**config.mk**
```make
export PLATFORM = sky130hd
export DESIGN_NAME = tick_driven_task_scheduler
export DESIGN_NICKNAME = d
export VERILOG_FILES = /design/src/hw/rtl/tdts_pkg.sv /design/src/hw/rtl/tdts_cell.sv /design/src/hw/rtl/tick_driven_task_scheduler.sv
export SDC_FILE = /design/constraint.sdc
export NUM_CORES = 2
export LEC_CHECK = 0
export ABC_AREA = 1
export BUFFER_PORTS_ARGS = -buffer_cell sky130_fd_sc_hd__buf_4
export CAP_MARGIN = 20
export CORE_UTILIZATION = 40
export DETAILED_ROUTE_END_ITERATION = 16
export HOLD_SLACK_MARGIN = 0.03
export SLEW_MARGIN = 20
export SYNTH_ARGS = -nofsm -noshare
export SYNTH_HDL_FRONTEND = slang
export SYNTH_SLANG_ARGS = --single-unit
```
**constraint.sdc**
```tcl
create_clock -name clk -period 2.5 [get_ports clk]
set_input_delay 0.125 -clock clk [delete_from_list [all_inputs] [get_ports clk]]
set_output_delay 0.125 -clock clk [all_outputs]
set_load 0.02 [all_outputs]
```
**src/hw/rtl/tdts_pkg.sv**
```systemverilog
// Shared constants, types and width helpers for the tick-driven task scheduler.
`default_nettype none

package tdts_pkg;

  localparam int TASK_COUNT   = 16;
  localparam int COUNTER_BITS = 16;
  localparam int IDX_BITS     = (TASK_COUNT > 1) ? $clog2(TASK_COUNT) : 1;
  localparam int FIELD_BITS   = 16;
  localparam int SUM_BITS     = ((COUNTER_BITS > FIELD_BITS) ? COUNTER_BITS : FIELD_BITS) + 1;

  localparam logic [SUM_BITS-1:0] CNT_MAX = SUM_BITS'((65'd1 << COUNTER_BITS) - 65'd1);

  localparam logic OP_TICK = 1'b0;
  localparam logic OP_LOAD = 1'b1;

  localparam logic MODE_LARGEST  = 1'b0;
  localparam logic MODE_SMALLEST = 1'b1;

  typedef logic [COUNTER_BITS-1:0] cnt_t;
  typedef logic [IDX_BITS-1:0]     idx_t;

  typedef struct packed {
    logic found;
    cnt_t cnt;
    idx_t idx;
  } scan_t;

  typedef struct packed {
    logic [FIELD_BITS-1:0] prio;
    cnt_t                  cnt;
    logic                  runnable;
    logic                  present;
  } entry_t;

  typedef struct packed {
    logic load;
    logic dec;
    logic refill;
    logic mode;
  } cell_ctl_t;

  function automatic cnt_t field_to_cnt(input logic [FIELD_BITS-1:0] v);
    logic [SUM_BITS-1:0] w;
    w = SUM_BITS'(v);
    return w[COUNTER_BITS-1:0];
  endfunction

  function automatic logic [FIELD_BITS-1:0] cnt_to_field(input cnt_t c);
    logic [SUM_BITS-1:0] w;
    w = SUM_BITS'(c);
    return w[FIELD_BITS-1:0];
  endfunction

  function automatic logic [3:0] idx_to_field(input idx_t i);
    logic [31:0] w;
    w = 32'(i);
    return w[3:0];
  endfunction

endpackage

`default_nettype wire

```
**src/hw/rtl/tdts_cell.sv**
```systemverilog
// One task table entry with its counter update and one registered stage of the selection scan.
`default_nettype none

module tdts_cell (
  input  wire                logic     clk,
  input  wire                logic     rst_n,
  input  wire tdts_pkg::idx_t          my_idx,
  input  wire tdts_pkg::cell_ctl_t     ctl,
  input  wire tdts_pkg::entry_t        load_data,
  input  wire tdts_pkg::scan_t         scan_in,
  output tdts_pkg::scan_t              scan_out,
  output tdts_pkg::cnt_t               cnt_out
);

  tdts_pkg::cnt_t                  cnt_r, cnt_nxt;
  logic [tdts_pkg::FIELD_BITS-1:0] prio_r;
  logic                            runnable_r;
  logic                            present_r;
  tdts_pkg::scan_t                 scan_r, scan_nxt;

  logic [tdts_pkg::SUM_BITS-1:0] prio_sat;
  logic [tdts_pkg::SUM_BITS-1:0] half_w;
  logic [tdts_pkg::SUM_BITS-1:0] sum_w;
  logic                          eligible;
  logic                          better;

  always_comb begin
    prio_sat = tdts_pkg::SUM_BITS'(prio_r);
    if (prio_sat > tdts_pkg::CNT_MAX) begin
      prio_sat = tdts_pkg::CNT_MAX;
    end
    half_w = tdts_pkg::SUM_BITS'(cnt_r) >> 1;
    sum_w  = half_w + prio_sat;
    if (sum_w > tdts_pkg::CNT_MAX) begin
      sum_w = tdts_pkg::CNT_MAX;
    end

    cnt_nxt = cnt_r;
    if (ctl.load) begin
      cnt_nxt = load_data.cnt;
    end else if (ctl.dec) begin
      if (cnt_r != '0) begin
        cnt_nxt = cnt_r - tdts_pkg::COUNTER_BITS'(1);
      end
    end else if (ctl.refill && present_r) begin
      if (ctl.mode == tdts_pkg::MODE_LARGEST) begin
        cnt_nxt = sum_w[tdts_pkg::COUNTER_BITS-1:0];
      end else begin
        cnt_nxt = prio_sat[tdts_pkg::COUNTER_BITS-1:0];
      end
    end
  end

  always_comb begin
    eligible = present_r && runnable_r && (cnt_r != '0);
    if (!scan_in.found) begin
      better = 1'b1;
    end else if (ctl.mode == tdts_pkg::MODE_LARGEST) begin
      better = cnt_r > scan_in.cnt;
    end else begin
      better = cnt_r < scan_in.cnt;
    end
    scan_nxt = scan_in;
    if (eligible && better) begin
      scan_nxt.found = 1'b1;
      scan_nxt.cnt   = cnt_r;
      scan_nxt.idx   = my_idx;
    end
  end

  always_ff @(posedge clk) begin
    if (!rst_n) begin
      cnt_r      <= '0;
      prio_r     <= '0;
      runnable_r <= 1'b0;
      present_r  <= 1'b0;
      scan_r     <= '0;
    end else begin
      cnt_r  <= cnt_nxt;
      scan_r <= scan_nxt;
      if (ctl.load) begin
        prio_r     <= load_data.prio;
        runnable_r <= load_data.runnable;
        present_r  <= load_data.present;
      end
    end
  end

  assign scan_out = scan_r;
  assign cnt_out  = cnt_r;

endmodule

`default_nettype wire

```
**src/hw/rtl/tick_driven_task_scheduler.sv**
```systemverilog
// Top level of the tick-driven task scheduler: request handshake, sequencer and the row of cells.
`default_nettype none

// A load request, and a tick that leaves the running task in place, goes from acceptance to the
// ST_DONE state and places its result in the output register from there once that register is
// free; no new request is taken before that result has been placed. A tick that reschedules
// lets the selection scan ripple through the row of task cells, one registered stage per task
// entry other than the idle entry 0, and its result is placed once the scan is done, or once
// the table has been refilled and scanned again when no entry was found. One request is in
// progress at a time; a finished result waits in the output register and the next request is
// taken once it has been placed there. The user must write the sched_mode register with
// cfg_wr_en only while no request is in progress; the block itself does not enforce this.
module tick_driven_task_scheduler (
  input  wire logic        clk,
  input  wire logic        rst_n,
  input  wire logic        cfg_wr_en,
  input  wire logic        cfg_wr_data,
  input  wire logic        in_valid,
  output logic             in_ready,
  input  wire logic        in_op,
  input  wire logic [3:0]  in_task_index,
  input  wire logic [15:0] in_entry_priority,
  input  wire logic [15:0] in_entry_counter,
  input  wire logic        in_entry_runnable,
  input  wire logic        in_entry_present,
  output logic             out_valid,
  input  wire logic        out_ready,
  output logic [3:0]       out_current_task,
  output logic             out_switched,
  output logic             out_refilled,
  output logic [15:0]      out_current_slices
);

  typedef enum logic [1:0] {
    ST_IDLE,
    ST_SCAN,
    ST_DONE
  } state_t;

  state_t              state_r, state_nxt;
  tdts_pkg::idx_t      scan_cnt_r, scan_cnt_nxt;
  tdts_pkg::idx_t      running_r, running_nxt;
  tdts_pkg::idx_t      before_r, before_nxt;
  logic                refilled_r, refilled_nxt;
  logic                mode_r;
  tdts_pkg::cnt_t      idle_cnt_r;
  logic                out_valid_r, out_valid_nxt;
  logic [3:0]          out_task_r, out_task_nxt;
  logic                out_switched_r, out_switched_nxt;
  logic                out_refilled_r, out_refilled_nxt;
  logic [15:0]         out_slices_r, out_slices_nxt;

  logic                accept;
  logic                load_hit;
  logic                load_ok;
  logic                dec_en;
  logic                scan_done;
  logic                refill_en;
  tdts_pkg::cnt_t      cur_cnt;
  tdts_pkg::entry_t    load_data;
  tdts_pkg::scan_t     chain [1:tdts_pkg::TASK_COUNT];
  tdts_pkg::cnt_t      cnt_vec [tdts_pkg::TASK_COUNT];

  assign in_ready  = (state_r == ST_IDLE);
  assign accept    = in_valid && in_ready;
  assign load_ok   = (32'(in_task_index) < tdts_pkg::TASK_COUNT);
  assign load_hit  = accept && (in_op == tdts_pkg::OP_LOAD) && load_ok;
  assign dec_en    = accept && (in_op == tdts_pkg::OP_TICK) && (running_r != '0);
  assign scan_done = (state_r == ST_SCAN) &&
                     (scan_cnt_r == tdts_pkg::IDX_BITS'(tdts_pkg::TASK_COUNT - 1));
  assign refill_en = scan_done && !chain[1].found && !refilled_r;
  assign cur_cnt   = cnt_vec[running_r];

  assign load_data.prio     = in_entry_priority;
  assign load_data.cnt      = tdts_pkg::field_to_cnt(in_entry_counter);
  assign load_data.runnable = in_entry_runnable;
  assign load_data.present  = in_entry_present;

  assign chain[tdts_pkg::TASK_COUNT] = '0;
  assign cnt_vec[0] = idle_cnt_r;

  for (genvar gi = 1; gi < tdts_pkg::TASK_COUNT; gi++) begin : g_cell
    tdts_pkg::cell_ctl_t ctl;

    assign ctl.load   = load_hit && (32'(in_task_index) == gi);
    assign ctl.dec    = dec_en && (32'(running_r) == gi);
    assign ctl.refill = refill_en;
    assign ctl.mode   = mode_r;

    tdts_cell u_cell (
      .clk       (clk),
      .rst_n     (rst_n),
      .my_idx    (tdts_pkg::IDX_BITS'(gi)),
      .ctl       (ctl),
      .load_data (load_data),
      .scan_in   (chain[gi+1]),
      .scan_out  (chain[gi]),
      .cnt_out   (cnt_vec[gi])
    );
  end

  always_comb begin
    state_nxt        = state_r;
    scan_cnt_nxt     = scan_cnt_r;
    running_nxt      = running_r;
    before_nxt       = before_r;
    refilled_nxt     = refilled_r;
    out_valid_nxt    = out_valid_r && !out_ready;
    out_task_nxt     = out_task_r;
    out_switched_nxt = out_switched_r;
    out_refilled_nxt = out_refilled_r;
    out_slices_nxt   = out_slices_r;

    unique case (state_r)
      ST_IDLE: begin
        if (accept) begin
          before_nxt   = running_r;
          refilled_nxt = 1'b0;
          scan_cnt_nxt = '0;
          if (in_op == tdts_pkg::OP_LOAD) begin
            state_nxt = ST_DONE;
          end else if (running_r == '0 || cur_cnt <= tdts_pkg::COUNTER_BITS'(1)) begin
            state_nxt = ST_SCAN;
          end else begin
            state_nxt = ST_DONE;
          end
        end
      end
      ST_SCAN: begin
        scan_cnt_nxt = scan_cnt_r + tdts_pkg::IDX_BITS'(1);
        if (scan_done) begin
          if (chain[1].found) begin
            running_nxt = chain[1].idx;
            state_nxt   = ST_DONE;
          end else if (!refilled_r) begin
            refilled_nxt = 1'b1;
            scan_cnt_nxt = '0;
          end else begin
            running_nxt = '0;
            state_nxt   = ST_DONE;
          end
        end
      end
      ST_DONE: begin
        if (!out_valid_r || out_ready) begin
          out_valid_nxt    = 1'b1;
          out_task_nxt     = tdts_pkg::idx_to_field(running_r);
          out_switched_nxt = (running_r != before_r);
          out_refilled_nxt = refilled_r;
          out_slices_nxt   = tdts_pkg::cnt_to_field(cur_cnt);
          state_nxt        = ST_IDLE;
        end
      end
      default: begin
        state_nxt = ST_IDLE;
      end
    endcase
  end

  always_ff @(posedge clk) begin
    if (!rst_n) begin
      state_r        <= ST_IDLE;
      scan_cnt_r     <= '0;
      running_r      <= '0;
      before_r       <= '0;
      refilled_r     <= 1'b0;
      mode_r         <= tdts_pkg::MODE_LARGEST;
      idle_cnt_r     <= '0;
      out_valid_r    <= 1'b0;
      out_task_r     <= '0;
      out_switched_r <= 1'b0;
      out_refilled_r <= 1'b0;
      out_slices_r   <= '0;
    end else begin
      state_r        <= state_nxt;
      scan_cnt_r     <= scan_cnt_nxt;
      running_r      <= running_nxt;
      before_r       <= before_nxt;
      refilled_r     <= refilled_nxt;
      out_valid_r    <= out_valid_nxt;
      out_task_r     <= out_task_nxt;
      out_switched_r <= out_switched_nxt;
      out_refilled_r <= out_refilled_nxt;
      out_slices_r   <= out_slices_nxt;
      if (cfg_wr_en) begin
        mode_r <= cfg_wr_data;
      end
      if (load_hit && in_task_index == 4'd0) begin
        idle_cnt_r <= load_data.cnt;
      end
    end
  end

  assign out_valid          = out_valid_r;
  assign out_current_task   = out_task_r;
  assign out_switched       = out_switched_r;
  assign out_refilled       = out_refilled_r;
  assign out_current_slices = out_slices_r;

endmodule

`default_nettype wire
```
==> results by group <==
Drt
  – Routed vias/inst: 5.64
  – Vias: 68,700
  – Per-cell routed wire length: 23.2 µm
  – Iteration count of the initial detailed-routing pass: 6
  – DRC viols: 0
  – Post-Route WL: 283,000 µm
  – Antenna violation net count after detailed routing: 0
  – DRT iter0 DRCs: 7,950

Global routing
  – First-pass GRT wire length: 412,000 µm
  – Largest net degree at the start of global routing: 155
  – Initial antenna violation count: 22
  – Vias in the first global route: 62,600
  – Global route overflow: 0
  – Gr usage total: 34.9%

Power and ir drop
  – Switch Pwr: 10.1 mW
  – Leakage: 34.1 nW
  – Clk network pwr share: 47.0%
  – Combinational Power Share: 12.9%
  – Overall power: 34.9 mW
  – Switching share of power: 29.0%
  – Power Density: 481 nW/µm²
  – Sequential share of power: 40.0%
  – Pint: 24.8 mW
  – Worst VDD drop: 0.528 mV

STA
  – Worst-Margin Slew: 0.853 ns
  – Final min period: 2.49 ns
  – Clk_skew: 0.0386 ns
  – RSZ-0062 raised after global routing: yes
  – Period utilization: 99.4%
  – FMAX: 402 MHz
  – Hold Vio Cnt, Final: 0
  – Max transition margin: 43.1%
  – Setup-failing EPs final: 0
  – Max-slew violations: 0
  – Fin worst setup slack: 0.0146 ns

Synthesis
  – Seq/Total Area, Yosys: 27.5%
  – Synth Flop Type: dfxtp_1
  – Post-Synthesis Cells: 9,694
  – Post-synthesis average cell area: 6.38 µm²
  – Synth async-reset ratio: 0%
  – Post-Syn Nets: 10,200
  – Cell Area, Synth: 61,900 µm²
  – Number of flops mapped to enable cells by yosys: 0
  – Yosys warns: 0
  – Top post-synthesis cells by area: dfxtp_1 27%, nand2_1 13%, a21oi_1 11%
  – Cell taking the most area after synthesis: dfxtp_1
  – Yosys cell types: 63
  – Seq cells post-synth: 849
  – Most used standard cell by instance count after synthesis: nand2_1
  – Post-synth top cells: 2,208 x nand2_1, 1,407 x a21oi_1, 1,000 x nor2_1
  – Area share of the largest cell type after synthesis: 27.5%

Critical path
  – Worst-path maximum fanout: 5
  – CP cell instances: inv_1 -> ha_1 -> nand2_1 -> nor2_2 -> nand2_1 -> nor2_4 -> nand3_4 -> nor3_2 -> nand3_2 -> a21oi_4 -> buf_4 -> clkinvlp_4 -> o21ai_0 -> a21oi_1
  – CP Capture Type: flip-flop
  – Slowest CP cell: dfxtp_4
  – CP startpoint kind: flip-flop
  – Cell mode on critical path: nand2_1
  – CP required: 3.12 ns
  – Slowest stage delay, CP: 0.36 ns
  – Crit path DAT: 3.10 ns
  – WS Path Type: reg -> reg

Clock network
  – Clk root buf: clkbuf_16
  – Clk slew on worst S/H paths: 0.06 ns
  – CTS Buf Count: 104
  – Clock buffer depth: 3
  – CTS Sinks: 849
  – CTS H-tree depth: 3
  – Clk Latency, worst-skew pair: 0.76 ns
  – TritonCTS clock tree: built

Status
  – Status: finished, final reports clean

Place
  – DP HPWL: 206,000 µm
  – GP Congestion: 1.02
  – DP Worst Slack: -0.250 ns
  – Port bufs: 68

Die
  – Die width: 395 µm
  – I/O pin total: 69
  – Die area: 156,000 µm²
  – CORE AREA: 153,000 µm²
  – Std cell rows: 143
  – Chip height: 395 µm
  – Initial Util: 40.5%

Layout
  – Area Growth Syn to Fin: 17.2%
  – Final Net Count: 10,600
  – Fillers: 16,000
  – Ratio of cells with drive above 1 in the final layout: 11.6%
  – Post-layout util: 47.5%

Job
  – Max-cap violation count: 0

Worst hold path
  – Worst min path class: in -> reg
==> power by group through the flow <==
stage / clock network (mW) / registers (mW) / logic [mW]
2_1_floorplan: 0 / 14.2 / 2.41
3_3_place_gp: 0 / 14.3 / 4.26
3_5_place_dp: 0 / 14.3 / 4.28
4_1_cts: 16.5 / 14.0 / 4.36
5_1_grt: 17.1 / 14.0 / 4.85
6_report: 16.4 / 14.0 / 4.52
==> metrics by stage <==
stage,cell area [µm²],TNS (ns),instances,hold slack (ns)
6_report,72500,0,12200,0.0800
5_1_grt,72500,-0.291,12200,0.0401
4_1_cts,71800,0,12100,0.0316
3_5_place_dp,67700,-0.445,11900,0.403
3_3_place_gp,67700,-0.406,11900,0.400
2_1_floorplan,61900,0,9694,0.264
==> cell families (layout without fill, tap and decap cells) <==
kind of cell,after synthesis,count (layout),synth area share (%)
fa+ha+maj,480,480,9.89
compound gates,2596,2596,22.0
flops,849,849,27.5
buf+inv,1435,1881,9.53
simple gates,4081,4081,27.5
other cells,0,12,0
xor+xnor,253,253,3.58
==> flip-flops by register name, summed over array words and instances (netlist names), 15 cells and up <==
name,cells
g_cell.u_cell.cnt_out,240
g_cell.u_cell.present_r,15
g_cell.u_cell.prio_r,240
g_cell.u_cell.runnable_r,15
g_cell.u_cell.scan_out,284
idle_cnt_r,16
out_current_slices,16
==> critical path: cells and delay by family, from the launching register on <==
kind                     cells  cell delay, ns
AO/OA/AOI/OAI                3            0.51
adder cells (fa/ha/maj)      1            0.18
buffers and inverters        3            0.43
flip-flops                   1            0.36
AND/OR/NAND/NOR              7            0.87
==> worst paths after layout <==
kind,from,endpoint,slack [ns],cells after the start
worst min register to register,g_cell[9].u_cell.scan_out[2]$_SDFF_PP0_,g_cell[8].u_cell.scan_out[2]$_SDFF_PP0_,0.40,2
worst max register to register,g_cell[8].u_cell.cnt_out[1]$_SDFFE_PN0P_,g_cell[8].u_cell.cnt_out[0]$_SDFFE_PN0P_,0.01,14
worst min-delay path,in_entry_priority[12],g_cell[10].u_cell.prio_r[12]$_SDFFE_PN0P_,0.08,4
worst max-delay path,g_cell[8].u_cell.cnt_out[1]$_SDFFE_PN0P_,g_cell[8].u_cell.cnt_out[0]$_SDFFE_PN0P_,0.01,14
==> per-layer routing <==
metal	up-vias	GRT usage, %	routed length, µm
li1	32800	-	-
met3	628	6.72	28300
met5	-	0	22
met2	3395	52.2	119000
met4	4	16.9	15100
met1	31800	47.9	121000
==> cell type report <==
cell class | count | area (µm²) | share of cell area [%]
multi-input combinational | 7410 | 39400 | 54.3
sequential | 849 | 17000 | 23.5
timing repair buffer | 719 | 6200 | 8.55
inverter | 966 | 3680 | 5.08
clock buffer | 136 | 2940 | 4.06
tap | 2030 | 2540 | 3.50
clock inverter | 54 | 662 | 0.913
timing repair inverter | 6 | 38.8 | 0.0535
antenna | 12 | 30.0 | 0.0414
==> repair_timing <==
item	4_1_cts	5_1_grt
pin swaps	0	26
endpoints found under the setup margin	5	241
setup buffers	0	25
hold buffers	43	0
hold endpoints to repair	172	0
gates cloned	0	9
resized for setup	7	164
==> layout by cell type, fill, tap and decap left out, types with 12 or more instances in the layout <==
| cell | instances |
|---|---|
| a21o_1 | 32 |
| a21oi_1 | 1400 |
| a21oi_2 | 15 |
| a31oi_1 | 17 |
| buf_12 | 52 |
| buf_4 | 612 |
| bufinv_16 | 13 |
| clkbuf_16 | 104 |
| clkbuf_8 | 22 |
| clkinv_2 | 23 |
| clkinvlp_4 | 16 |
| dfxtp_1 | 819 |
| dfxtp_2 | 27 |
| diode_2 | 12 |
| dlygate4sd3_1 | 43 |
| ha_1 | 455 |
| inv_1 | 900 |
| inv_2 | 48 |
| nand2_1 | 2190 |
| nand2_2 | 34 |
| nand3_1 | 583 |
| nand3_2 | 16 |
| nand3b_1 | 13 |
| nand4_1 | 67 |
| nor2_1 | 979 |
| nor2_2 | 32 |
| nor2_4 | 32 |
| nor3_1 | 53 |
| nor4_1 | 13 |
| o211ai_1 | 47 |
| o21a_1 | 17 |
| o21ai_0 | 874 |
| o21ai_1 | 65 |
| o21bai_1 | 25 |
| o22ai_1 | 47 |
| or2_2 | 24 |
| xnor2_1 | 91 |
| xor2_1 | 162 |
Power figures use the tool's default switching activity.
